### src/hw/rtl/pfhe_pkg.sv
`timescale 1ns / 1ps
`default_nettype none
// ----------------------------------------------------------------------------
// pfhe_pkg
// Shared types and constants of the IPv4 flow header extractor.
// ----------------------------------------------------------------------------
package pfhe_pkg;

    localparam logic [15:0] ETH_LEN       = 16'd14;
    localparam logic [15:0] IP_MIN_LEN    = 16'd20;
    localparam logic [15:0] ETHERTYPE_V4  = 16'h0800;
    localparam logic [3:0]  IP_VERSION_4  = 4'd4;
    localparam logic [7:0]  IHL_MASK      = 8'h0F;
    localparam logic [7:0]  PROTO_ICMP    = 8'd1;
    localparam logic [7:0]  PROTO_TCP     = 8'd6;
    localparam logic [7:0]  PROTO_UDP     = 8'd17;
    localparam logic [15:0] COUNT_MAX     = 16'hFFFF;

    // frame byte offsets of header fields, OFS_FLAGS from layer-4 start
    localparam logic [15:0] OFS_TYPE_HI   = 16'd12;
    localparam logic [15:0] OFS_TYPE_LO   = 16'd13;
    localparam logic [15:0] OFS_VIHL      = 16'd14;
    localparam logic [15:0] OFS_TLEN_HI   = 16'd16;
    localparam logic [15:0] OFS_TLEN_LO   = 16'd17;
    localparam logic [15:0] OFS_FFO_HI    = 16'd20;
    localparam logic [15:0] OFS_FFO_LO    = 16'd21;
    localparam logic [15:0] OFS_PROTO     = 16'd23;
    localparam logic [15:0] OFS_SRC       = 16'd26;
    localparam logic [15:0] OFS_DST       = 16'd30;
    localparam logic [15:0] OFS_FLAGS     = 16'd13;

    typedef enum logic [2:0] {
        ST_PASS       = 3'd0,
        ST_BEFORE     = 3'd1,
        ST_AFTER      = 3'd2,
        ST_SHORT      = 3'd3,
        ST_NOTV4      = 3'd4,
        ST_FRAG       = 3'd5,
        ST_NZFRAG     = 3'd6,
        ST_INCOMPLETE = 3'd7
    } status_t;

    typedef enum logic [2:0] {
        CFG_BEGIN_SEC   = 3'd0,
        CFG_BEGIN_USEC  = 3'd1,
        CFG_END_SEC     = 3'd2,
        CFG_END_USEC    = 3'd3,
        CFG_REJ_ALL     = 3'd4,
        CFG_REJ_NZ      = 3'd5,
        CFG_REJ_INC     = 3'd6
    } cfg_idx_t;

    // header fields of one finished frame, handed from front to back
    typedef struct packed {
        logic [15:0] caplen;
        logic [15:0] ethertype;
        logic [7:0]  vihl;
        logic [15:0] tlen;
        logic [15:0] ffo;
        logic [7:0]  proto;
        logic [31:0] src;
        logic [31:0] dst;
        logic [15:0] l4_w0;
        logic [15:0] l4_w1;
        logic [7:0]  flags;
        logic [31:0] sec;
        logic [19:0] usec;
    } frame_sum_t;

    typedef struct packed {
        status_t     status;
        logic [31:0] src_addr;
        logic [31:0] dst_addr;
        logic [7:0]  protocol;
        logic [15:0] total_length;
        logic [15:0] src_port;
        logic [15:0] dst_port;
        logic [7:0]  tcp_flags;
        logic [31:0] start_sec;
        logic [19:0] start_usec;
        logic        incomplete;
        logic        fragmented;
    } flow_rec_t;

endpackage
`default_nettype wire

### src/hw/rtl/pfhe_front.sv
`timescale 1ns / 1ps
`default_nettype none
// ----------------------------------------------------------------------------
// pfhe_front
// Byte front end: counts frame bytes and latches header fields in flight.
// ----------------------------------------------------------------------------
module pfhe_front
    import pfhe_pkg::*;
#(
    parameter int HEADER_BYTES = 88
) (
    input  wire logic        aclk,
    input  wire logic        aresetn,
    input  wire logic        in_fire,
    input  wire logic [7:0]  data_byte,
    input  wire logic        start_of_packet,
    input  wire logic        end_of_packet,
    input  wire logic [31:0] stamp_sec,
    input  wire logic [19:0] stamp_usec,
    output frame_sum_t       sum,
    output logic             sum_push
);

    logic [15:0] cnt_reg, cnt_next;
    logic [31:0] sec_reg, sec_next;
    logic [19:0] usec_reg, usec_next;
    logic [6:0]  l4_reg, l4_next;
    frame_sum_t  f_reg, f_next;
    logic [15:0] idx;
    logic [15:0] l4w;
    logic [7:0]  b;

    always_comb begin
        idx       = start_of_packet ? 16'd0 : cnt_reg;
        b         = (idx < 16'(HEADER_BYTES)) ? data_byte : 8'd0;
        sec_next  = start_of_packet ? stamp_sec : sec_reg;
        usec_next = start_of_packet ? stamp_usec : usec_reg;
        l4_next   = (idx == OFS_VIHL) ? 7'(7'd14 + {1'b0, data_byte[3:0], 2'b00}) : l4_reg;
        l4w       = {9'd0, l4_next};
        f_next    = f_reg;
        if (idx == OFS_TYPE_HI) f_next.ethertype[15:8] = b;
        if (idx == OFS_TYPE_LO) f_next.ethertype[7:0]  = b;
        if (idx == OFS_VIHL)    f_next.vihl            = b;
        if (idx == OFS_TLEN_HI) f_next.tlen[15:8]      = b;
        if (idx == OFS_TLEN_LO) f_next.tlen[7:0]       = b;
        if (idx == OFS_FFO_HI)  f_next.ffo[15:8]       = b;
        if (idx == OFS_FFO_LO)  f_next.ffo[7:0]        = b;
        if (idx == OFS_PROTO)   f_next.proto           = b;
        if (idx == OFS_SRC)           f_next.src[31:24] = b;
        if (idx == OFS_SRC + 16'd1)   f_next.src[23:16] = b;
        if (idx == OFS_SRC + 16'd2)   f_next.src[15:8]  = b;
        if (idx == OFS_SRC + 16'd3)   f_next.src[7:0]   = b;
        if (idx == OFS_DST)           f_next.dst[31:24] = b;
        if (idx == OFS_DST + 16'd1)   f_next.dst[23:16] = b;
        if (idx == OFS_DST + 16'd2)   f_next.dst[15:8]  = b;
        if (idx == OFS_DST + 16'd3)   f_next.dst[7:0]   = b;
        // layer-4 words sit at a position set by this frame's IHL
        if (idx == l4w)               f_next.l4_w0[15:8] = b;
        if (idx == l4w + 16'd1)       f_next.l4_w0[7:0]  = b;
        if (idx == l4w + 16'd2)       f_next.l4_w1[15:8] = b;
        if (idx == l4w + 16'd3)       f_next.l4_w1[7:0]  = b;
        if (idx == l4w + OFS_FLAGS)   f_next.flags       = b;
        f_next.caplen = (idx == COUNT_MAX) ? COUNT_MAX : idx + 16'd1;
        f_next.sec    = sec_next;
        f_next.usec   = usec_next;
        cnt_next      = end_of_packet ? 16'd0 : f_next.caplen;
    end

    always_ff @(posedge aclk) begin
        if (!aresetn) begin
            cnt_reg  <= '0;
            sec_reg  <= '0;
            usec_reg <= '0;
        end else if (in_fire) begin
            cnt_reg  <= cnt_next;
            sec_reg  <= sec_next;
            usec_reg <= usec_next;
        end
    end

    always_ff @(posedge aclk) begin
        if (in_fire) begin
            l4_reg <= l4_next;
            f_reg  <= f_next;
        end
    end

    assign sum      = f_next;
    assign sum_push = in_fire && end_of_packet;

endmodule
`default_nettype wire

### src/hw/rtl/pfhe_queue.sv
`timescale 1ns / 1ps
`default_nettype none
// ----------------------------------------------------------------------------
// pfhe_queue
// Two-entry queue of frame summaries between front and back.
// ----------------------------------------------------------------------------
module pfhe_queue
    import pfhe_pkg::*;
(
    input  wire logic       aclk,
    input  wire logic       aresetn,
    input  wire logic       push,
    input  wire frame_sum_t push_data,
    output logic            full,
    input  wire logic       pop,
    output logic            head_valid,
    output frame_sum_t      head
);

    frame_sum_t  mem [2];
    logic        wr_reg, rd_reg;
    logic [1:0]  cnt_reg;

    always_ff @(posedge aclk) begin
        if (!aresetn) begin
            wr_reg  <= 1'b0;
            rd_reg  <= 1'b0;
            cnt_reg <= 2'd0;
        end else begin
            if (push) wr_reg <= ~wr_reg;
            if (pop)  rd_reg <= ~rd_reg;
            cnt_reg <= cnt_reg + {1'b0, push} - {1'b0, pop};
        end
    end

    always_ff @(posedge aclk) begin
        if (push) mem[wr_reg] <= push_data;
    end

    assign full       = cnt_reg[1];
    assign head_valid = cnt_reg != 2'd0;
    assign head       = mem[rd_reg];

endmodule
`default_nettype wire

### src/hw/rtl/pfhe_back.sv
`timescale 1ns / 1ps
`default_nettype none
// ----------------------------------------------------------------------------
// pfhe_back
// Classifies one frame summary into a flow record; holds the config.
// ----------------------------------------------------------------------------
module pfhe_back
    import pfhe_pkg::*;
(
    input  wire logic        aclk,
    input  wire logic        aresetn,
    input  wire logic        cfg_we,
    input  wire logic [2:0]  cfg_addr,
    input  wire logic [31:0] cfg_wdata,
    input  wire frame_sum_t  sum,
    input  wire logic        sum_valid,
    output logic             sum_pop,
    output flow_rec_t        rec,
    output logic             rec_valid,
    input  wire logic        rec_ready
);

    logic [31:0] bsec_reg, esec_reg;
    logic [19:0] busec_reg, eusec_reg;
    logic        rall_reg, rnz_reg, rinc_reg;
    flow_rec_t   rec_reg, r;
    logic        vld_reg;
    logic [15:0] len_ip, len4, ihl_len;
    logic        have_l4, frag, nzfo, inc, win;

    always_ff @(posedge aclk) begin
        if (!aresetn) begin
            bsec_reg  <= '0;
            busec_reg <= '0;
            esec_reg  <= '0;
            eusec_reg <= '0;
            rall_reg  <= 1'b0;
            rnz_reg   <= 1'b0;
            rinc_reg  <= 1'b0;
        end else if (cfg_we) begin
            unique case (cfg_addr)
                CFG_BEGIN_SEC:  bsec_reg  <= cfg_wdata;
                CFG_BEGIN_USEC: busec_reg <= cfg_wdata[19:0];
                CFG_END_SEC:    esec_reg  <= cfg_wdata;
                CFG_END_USEC:   eusec_reg <= cfg_wdata[19:0];
                CFG_REJ_ALL:    rall_reg  <= cfg_wdata[0];
                CFG_REJ_NZ:     rnz_reg   <= cfg_wdata[0];
                CFG_REJ_INC:    rinc_reg  <= cfg_wdata[0];
                default: ;
            endcase
        end
    end

    always_comb begin
        win     = esec_reg != 32'd0;
        len_ip  = sum.caplen - ETH_LEN;
        ihl_len = {10'd0, sum.vihl[3:0] & IHL_MASK[3:0], 2'b00};
        have_l4 = len_ip > ihl_len;
        len4    = len_ip - ihl_len;
        frag    = sum.ffo[13:0] != 14'd0;
        nzfo    = sum.ffo[12:0] != 13'd0;
        inc     = 1'b0;
        r       = '0;
        r.start_sec  = sum.sec;
        r.start_usec = sum.usec;
        priority if (win && (sum.sec < bsec_reg ||
                     (sum.sec == bsec_reg && sum.usec < busec_reg))) begin
            r.status = ST_BEFORE;
        end else if (win && (sum.sec > esec_reg ||
                     (sum.sec == esec_reg && sum.usec > eusec_reg))) begin
            r.status = ST_AFTER;
        end else if (sum.caplen < ETH_LEN) begin
            r.status = ST_SHORT;
        end else if (sum.ethertype != ETHERTYPE_V4) begin
            r.status = ST_NOTV4;
        end else if (len_ip < IP_MIN_LEN) begin
            r.status = ST_SHORT;
        end else if (sum.vihl[7:4] != IP_VERSION_4) begin
            r.status = ST_NOTV4;
        end else if (frag && rall_reg) begin
            r.status     = ST_FRAG;
            r.fragmented = 1'b1;
        end else if (frag && nzfo && rnz_reg) begin
            r.status     = ST_NZFRAG;
            r.fragmented = 1'b1;
        end else begin
            r.status       = ST_PASS;
            r.fragmented   = frag;
            r.src_addr     = sum.src;
            r.dst_addr     = sum.dst;
            r.protocol     = sum.proto;
            r.total_length = sum.tlen;
            if (have_l4 && !nzfo) begin
                if (sum.proto == PROTO_ICMP) begin
                    // type and code land in the destination port
                    if (len4 < 16'd2) inc = 1'b1;
                    else r.dst_port = sum.l4_w0;
                end else if (sum.proto == PROTO_TCP) begin
                    if (len4 < 16'd14) inc = 1'b1;
                    else r.tcp_flags = sum.flags;
                    if (len4 >= 16'd4) begin
                        r.src_port = sum.l4_w0;
                        r.dst_port = sum.l4_w1;
                    end
                end else if (sum.proto == PROTO_UDP) begin
                    if (len4 < 16'd4) inc = 1'b1;
                    else begin
                        r.src_port = sum.l4_w0;
                        r.dst_port = sum.l4_w1;
                    end
                end
            end
            r.incomplete = inc;
            if (inc && rinc_reg) begin
                r            = '0;
                r.status     = ST_INCOMPLETE;
                r.incomplete = 1'b1;
                r.start_sec  = sum.sec;
                r.start_usec = sum.usec;
            end
        end
    end

    assign sum_pop = sum_valid && (!vld_reg || rec_ready);

    always_ff @(posedge aclk) begin
        if (!aresetn) begin
            vld_reg <= 1'b0;
        end else if (sum_pop) begin
            vld_reg <= 1'b1;
        end else if (rec_ready) begin
            vld_reg <= 1'b0;
        end
    end

    always_ff @(posedge aclk) begin
        if (sum_pop) rec_reg <= r;
    end

    assign rec       = rec_reg;
    assign rec_valid = vld_reg;

endmodule
`default_nettype wire

### src/hw/rtl/ipv4_packet_flow_header_extractor_unit.sv
`timescale 1ns / 1ps
`default_nettype none
// Frame summaries pass through the queue into the record register. One byte
// is taken per cycle while the queue has room; a one-byte frame may follow any
// frame; the classifier finishes one summary per cycle unless m_tready stalls.
// Reset: aresetn clears the byte count, time stamp, config and the queue;
// the latched header fields need no reset since every one read is rewritten.
// ----------------------------------------------------------------------------
// ipv4_packet_flow_header_extractor_unit
// Parses Ethernet/IPv4/L4 headers from a byte stream into flow records.
// ----------------------------------------------------------------------------
module ipv4_packet_flow_header_extractor_unit
    import pfhe_pkg::*;
#(
    parameter int HEADER_BYTES = 88
) (
    input  wire logic         aclk,
    input  wire logic         aresetn,
    // config write port
    input  wire logic         cfg_we,
    input  wire logic [2:0]   cfg_addr,
    input  wire logic [31:0]  cfg_wdata,
    // byte input
    input  wire logic         s_tvalid,
    output logic              s_tready,
    input  wire logic [63:0]  s_tdata,   // data_byte, stamp_sec, stamp_usec
    input  wire logic         s_tlast,   // end_of_packet
    input  wire logic [0:0]   s_tuser,   // start_of_packet
    // flow records
    output logic              m_tvalid,
    input  wire logic         m_tready,
    // status, src_addr, dst_addr, protocol, total_length, src_port,
    // dst_port, tcp_flags, start_sec, start_usec, incomplete, fragmented
    output logic [191:0]      m_tdata
);

    frame_sum_t sum_in, sum_head;
    flow_rec_t  rec;
    logic       in_fire, push, full, head_valid, pop;

    // accept bytes while the queue has room; m_tready paces its draining
    assign s_tready = !full;
    assign in_fire  = s_tvalid && s_tready;

    pfhe_front #(.HEADER_BYTES(HEADER_BYTES)) u_front (
        .aclk            (aclk),
        .aresetn         (aresetn),
        .in_fire         (in_fire),
        .data_byte       (s_tdata[7:0]),
        .start_of_packet (s_tuser[0]),
        .end_of_packet   (s_tlast),
        .stamp_sec       (s_tdata[39:8]),
        .stamp_usec      (s_tdata[59:40]),
        .sum             (sum_in),
        .sum_push        (push)
    );

    pfhe_queue u_queue (
        .aclk       (aclk),
        .aresetn    (aresetn),
        .push       (push),
        .push_data  (sum_in),
        .full       (full),
        .pop        (pop),
        .head_valid (head_valid),
        .head       (sum_head)
    );

    pfhe_back u_back (
        .aclk      (aclk),
        .aresetn   (aresetn),
        .cfg_we    (cfg_we),
        .cfg_addr  (cfg_addr),
        .cfg_wdata (cfg_wdata),
        .sum       (sum_head),
        .sum_valid (head_valid),
        .sum_pop   (pop),
        .rec       (rec),
        .rec_valid (m_tvalid),
        .rec_ready (m_tready)
    );

    // pack the record, first field in the lowest bits
    assign m_tdata = {7'd0, rec.fragmented, rec.incomplete, rec.start_usec,
                      rec.start_sec, rec.tcp_flags, rec.dst_port, rec.src_port,
                      rec.total_length, rec.protocol, rec.dst_addr,
                      rec.src_addr, rec.status};

endmodule
`default_nettype wire

### config.mk
export PLATFORM = sky130hd
export DESIGN_NAME = ipv4_packet_flow_header_extractor_unit
export DESIGN_NICKNAME = d
export VERILOG_FILES = /design/src/hw/rtl/pfhe_pkg.sv /design/src/hw/rtl/pfhe_front.sv /design/src/hw/rtl/pfhe_queue.sv /design/src/hw/rtl/pfhe_back.sv /design/src/hw/rtl/ipv4_packet_flow_header_extractor_unit.sv
export SDC_FILE = /design/constraint.sdc
export NUM_CORES = 1
export LEC_CHECK = 0
export BUFFER_PORTS_ARGS = -buffer_cell sky130_fd_sc_hd__clkbuf_2
export CELL_PAD_IN_SITES_DETAIL_PLACEMENT = 1
export CELL_PAD_IN_SITES_GLOBAL_PLACEMENT = 1
export CORE_MARGIN = 2
export CORE_UTILIZATION = 56
export CTS_BUF_LIST = sky130_fd_sc_hd__clkbuf_8
export DETAILED_ROUTE_END_ITERATION = 8
export GPL_TIMING_DRIVEN = 0
export PLACE_DENSITY = 0.91
export SLEW_MARGIN = 0
export SYNTH_ARGS = -nofsm -noshare
export SYNTH_HDL_FRONTEND = slang
export SYNTH_SLANG_ARGS = --single-unit
### constraint.sdc
create_clock -name aclk -period 25.3 [get_ports aclk]
set_input_delay 5.06 -clock aclk [delete_from_list [all_inputs] [get_ports aclk]]
set_output_delay 5.06 -clock aclk [all_outputs]
set_load 0.02 [all_outputs]
* Yosys cells after proc, flatten, opt, wreduce, memory -nomap -nowiden *
Memory sizes are Yosys's and may differ from the RTL's. A register that Yosys moved wholly into a read port is not among the register bits.
Cells that the tools add are included.

word-level totals
  register bits after elaboration = 540
  bits in latches = 0
  RAM bits = 472
  ROM bits = 0
  input bits = 106
  word-level logic and storage cells = 216
  memories = 1

cells by class
  add/subtract/negate cells = 10
  multipliers = 0
  div/mod/pow operators = 0
  $lt $le $gt $ge = 12
  equal/unequal tests = 35
  shift-type cells = 0
  muxes and demuxes = 78
  bitwise gates (word level) = 4
  reductions and logical operators = 38

memories
  memory       depth  bits a word  rd ports  clocked after Yosys merged registers in  wr ports  line              RTL
  u_queue.mem  2      236          1         1                                        1         pfhe_queue.sv:20  frame_sum_t mem [2];

operators by type and width
  operator               count
  $mux 54                6
  $mux 8                 25
  $mux 185               1
  $eq 16x5->1 const B    11
  $mux 32                5
  $mux 53                2
  $mux 16                6
  $eq 16x16->1           4
  $eq 32x32->1           2
  $eq 16x4->1 const B    3
  $mux 40                1
  $eq 16x6->1 const B    2
  $gt 32x32->1           1
  $lt 16x4->1 const B    2
  $lt 32x32->1           1
  $reduce_bool 32->1     1
  $mux 1                 23
  $gt 20x20->1           1
  $lt 20x20->1           1
  $mux 20                1
  $add 16x1->16 const B  1
  $add 7x2->8 const B    2
  $eq 16x16->1 const B   1
  $eq 16x7->1            1
  40 further kinds       73

* Depth between registers and ports, before layout *
  word-level depth = 26
  gate-level depth with buffers = 24
  depth with buffers taken out = 15

* By module *
From an unflattened synthesis, not the netlist that was laid out.

unflattened totals
  cell total of the unflattened synthesis = 3,254
  area total of the unflattened synthesis = 44,059.8 µm²

by module, submodules not included
  module                                  instances  cells each  area an instance (µm²)
  pfhe_queue                              1          754         17,391.7
  pfhe_back                               1          1,382       14,508.9
  pfhe_front                              1          1,108       12,092.8
  ipv4_packet_flow_header_extractor_unit  1          10          66.3

* Least setup slack after synthesis *
No wires, ideal clock.

  path kind = input-to-reg
  start point = in s_tvalid
  end point = mem u_queue.mem[1][0] (netlist name) (enable)
  library setup time = 0.625 ns
  arrival = 15.687 ns
  data required time = 24.675 ns
  path slack = 8.988 ns
  stages = 4
  path through = nand2_1 > inv_2 > buf_1 > and3_1

on the way
  word-level cells in the longest chain between the ends = 4

RTL lines
  what                          line                                          RTL
  start, declared               ipv4_packet_flow_header_extractor_unit.sv:24  input wire logic s_tvalid,
  $logic_and 1x1->1             ipv4_packet_flow_header_extractor_unit.sv:43  assign in_fire = s_tvalid && s_tready;
  named net in_fire             ipv4_packet_flow_header_extractor_unit.sv:39  logic in_fire, push, full, head_valid, pop;
  $logic_and 1x1->1             pfhe_front.sv:89                              assign sum_push = in_fire && end_of_packet;
  $mux 1                        pfhe_queue.sv:37                              if (push) mem[wr_reg] <= push_data;
  $mux 1 (implied by the code)  pfhe_queue.sv:37
  end, declared                 pfhe_queue.sv:20

The timed path passes the listed nets, and every way through them passes these cells.

==> impl_metrics.py <==
metrics = {
    "job": {
        "maxCapViolations": 1,
    },
    "clocking": {
        "hold_buffers": 0,
        "cts_tree": "done",
        "max-clock-path-buffers": 3,
        "h-tree-depth": 4,
        "clk_pin_slew_ns": 0.06,
        "numCtsBuffers": 161,
        "clock_sinks": 1007,
        "cts_setup_buffers": 0,
        "worstSkewPairLatency_ns": 0.86,
        "cts_root_buffer": "clkbuf_8",
        "post_cts_resized": 0,
    },
    "routing": {
        "wl_um": 149000,
        "drt_iter0_drc": 3680,
        "vias": 32200,
        "drc_errors": 0,
        "wire_per_inst_um": 30.0,
        "ant_nets": 0,
        "via_per_inst": 6.47,
        "drt-pass1-iter-count": 7,
    },
    "global_routing": {
        "grt_overflow": 0,
        "antenna_found_initial": 9,
        "grt_max_degree": 51,
        "grtUsageTotal_pct": 37.2,
        "grt_pass1_wl_um": 219000,
        "grt_pass1_vias": 34300,
    },
    "cells_and_area": {
        "final_common_cell": "edfxtp_1",
        "synthToLayoutAreaGrowth_pct": 15.3,
        "final_nets": 4030,
        "mostFrequentLayoutCells": "826 x edfxtp_1, 440 x nand2_1, 287 x clkbuf_2, 181 x inv_1, 181 x dfxtp_1",
        "layout-drive-gt1-share_pct": 20.8,
        "instances_no_fill": 4978,
        "largest_reg_flops": 468,
    },
    "synthesis": {
        "ys_seq_area_share_pct": 65.3,
        "syn_area_per_cell_um2": 13.1,
        "synth.distinct_cells": 96,
        "synthTopCellsByArea": "edfxtp_1 57%, dfxtp_1 8.3%, mux2_2 4.1%, nand2_1 3.8%, ha_1 3.4%",
        "synth-async-reset-ratio_pct": 0,
        "post-synth-top-area-cell": "edfxtp_1",
        "yosysTopAreaCellShare_pct": 57.0,
        "synth_edf_count": 826,
        "synth_cells": 3322,
        "ys_warn_count": 0,
        "ys.flop_type": "edfxtp_1",
        "yosys_register_bits": 1007,
        "syn_area_mm2": 0.0435,
    },
    "placed_design": {
        "gp_congestion": 0.920,
        "dp_hpwl_um": 95800,
        "portBuffers": 286,
        "numPlacedInstances": 4680,
    },
    "power_and_ir_drop": {
        "power.leakage_uw": 0.0167,
        "peakVddDrop_mv": 0.0627,
        "p_seq_share_pct": 45.2,
        "pwr-share-clk_pct": 32.4,
        "combPwrFrac_pct": 22.4,
        "switching_power_uw": 1490,
        "pwr_density_cell_mw_per_mm2": 90.7,
        "intPower_uw": 3060,
        "switching_share_pct": 32.7,
    },
    "worst_setup_path": {
        "cp.arrival_ns": 10.10,
        "crit_family": "simple AND/OR/NAND/NOR gates",
        "crit_chain": "clkbuf_2 > clkbuf_1 > nand2b_1 > ha_1 > clkbuf_1 > inv_1 > nor2_4 > nor2_1 > inv_1 > ha_1 > xor3_1 > nor3_1 > nand4_1 > mux2_2",
        "path_buf_inv": 5,
        "crit_required_ns": 25.87,
        "end_kind": "flip-flop",
        "cp-startpoint": "s_tuser",
        "cp-start-kind": "primary input",
        "max_stage_delay_ns": 0.68,
        "critical_path_class": "primary input to flip-flop",
        "path_max_fanout": 10,
        "slowest_stage": "nand4_1",
    },
    "timing": {
        "finalSetupViolations": 0,
        "fin_tns_setup_ns": 0,
        "report.final.hold_viol_count": 0,
        "drv_slew": 0,
        "max-slew-margin-rel_pct": 0.0831,
        "worstMarginPinSlew_ns": 1.50,
        "skew_ns": 0.0578,
        "hold_ws_ns": 0.466,
        "timing.final.crit_share_pct": 37.7,
        "fmax_mhz": 105,
        "rsz0062_at_grt": "no",
        "period_minus_slack_ns": 9.53,
    },
    "status": {
        "outcome": "finished with violations",
        "violations": "max-capacitance violations",
    },
    "hold_path": {
        "hp-start": "u_back.bsec_reg[4]",
        "worstHoldPathType": "flip-flop to flip-flop",
    },
    "die": {
        "io_pins": 300,
        "chipWidth_um": 283,
        "die_height_um": 283,
        "initial_core_util_pct": 56.4,
        "dieArea_mm2": 0.0800,
        "rows": 102,
        "coreArea_mm2": 0.0772,
    },
}
==> path summary, 6_finish.rpt <==
check / end / slack, ns / cells past startpoint
setup reg to reg: u_back.rec[184] / 16.00 / 21
setup / recovery: u_queue.mem[0][76] / 15.77 / 14
hold / removal: u_back.bsec_reg[4] / 0.47 / 2
hold reg to reg: u_back.bsec_reg[4] / 0.47 / 2
==> power groups by stage <==
| stage | clock [µW] | sequential [µW] | combinational [µW] |
|---|---|---|---|
| detailed placement | 0 | 2090 | 967 |
| CTS | 1480 | 2060 | 1000 |
| floorplan | 0 | 2270 | 446 |
| global placement | 0 | 2200 | 864 |
| finish | 1470 | 2060 | 1020 |
| global route | 1540 | 2070 | 1070 |
==> tightest hold or removal path, delay by kind of cell, from the launching register on <==
kind,cells,cell delay (ns)
AO/OA/AOI/OAI,1,0.06
flip-flops,1,0.31
AND/OR/NAND/NOR,1,0.05
==> layout make-up <==
type | instances | area (µm²)
sequential | 1007 | 28400
timing repair buffer | 312 | 2000
inverter | 136 | 510
tap | 1040 | 1300
antenna | 8 | 20.0
buffer | 180 | 813
clock buffer | 179 | 2460
clock inverter | 111 | 838
multi-input combinational | 2005 | 13800
fill | 7548 | 27000
==> cells in the mapped netlist (all sizes together) (23+ instances only) <==
cell / number
edfxtp: 826
nand4: 30
a21boi: 107
a211oi: 27
dfxtp: 181
nor2b: 33
xnor2: 32
nand2: 440
nor3b: 68
or4: 26
mux2i: 137
a21oi: 52
mux2: 159
inv: 136
nor3: 50
nor2: 173
ha: 120
clkbuf: 129
nand2b: 23
nand3: 34
buf: 51
nor4: 112
o21ai: 173
==> metal layers <==
metal / up-vias / GRT usage, % / part of all wire [%]
li1: 13300 / - / -
met1: 15900 / 43.7 / 35
met2: 2271 / 61.7 / 48
met3: 681 / 10.4 / 9.9
met4: 6 / 21.2 / 6.3
met5: - / 0 / 0.029
==> per-stage QoR <==
step	total power, µW	utilization [%]	setup slack (ns)	area, µm²
2_1_floorplan	2720	-	8.99	43600
3_5_place_dp	3060	60.7	15.22	46900
3_3_place_gp	3070	60.0	3.00	46300
4_1_cts	4540	65.0	16.05	50200
6_report	4550	65.0	15.77	50200
5_1_grt	4680	65.0	15.75	50200
==> logic make-up (layout without fill, tap and decap cells) <==
logic type      Yosys count  count (layout)  synth area share (%)
flops                  1007            1007                  65.3
buf+inv                 316             918                  3.03
other cells               1              15               0.00861
fa+ha+maj               121             121                  3.49
xor+xnor                 43              43                 0.899
compound gates          466             466                  7.00
mux                     296             296                  7.26
simple gates           1072            1072                  13.0
Note: power is estimated with default switching activity, not from simulation.
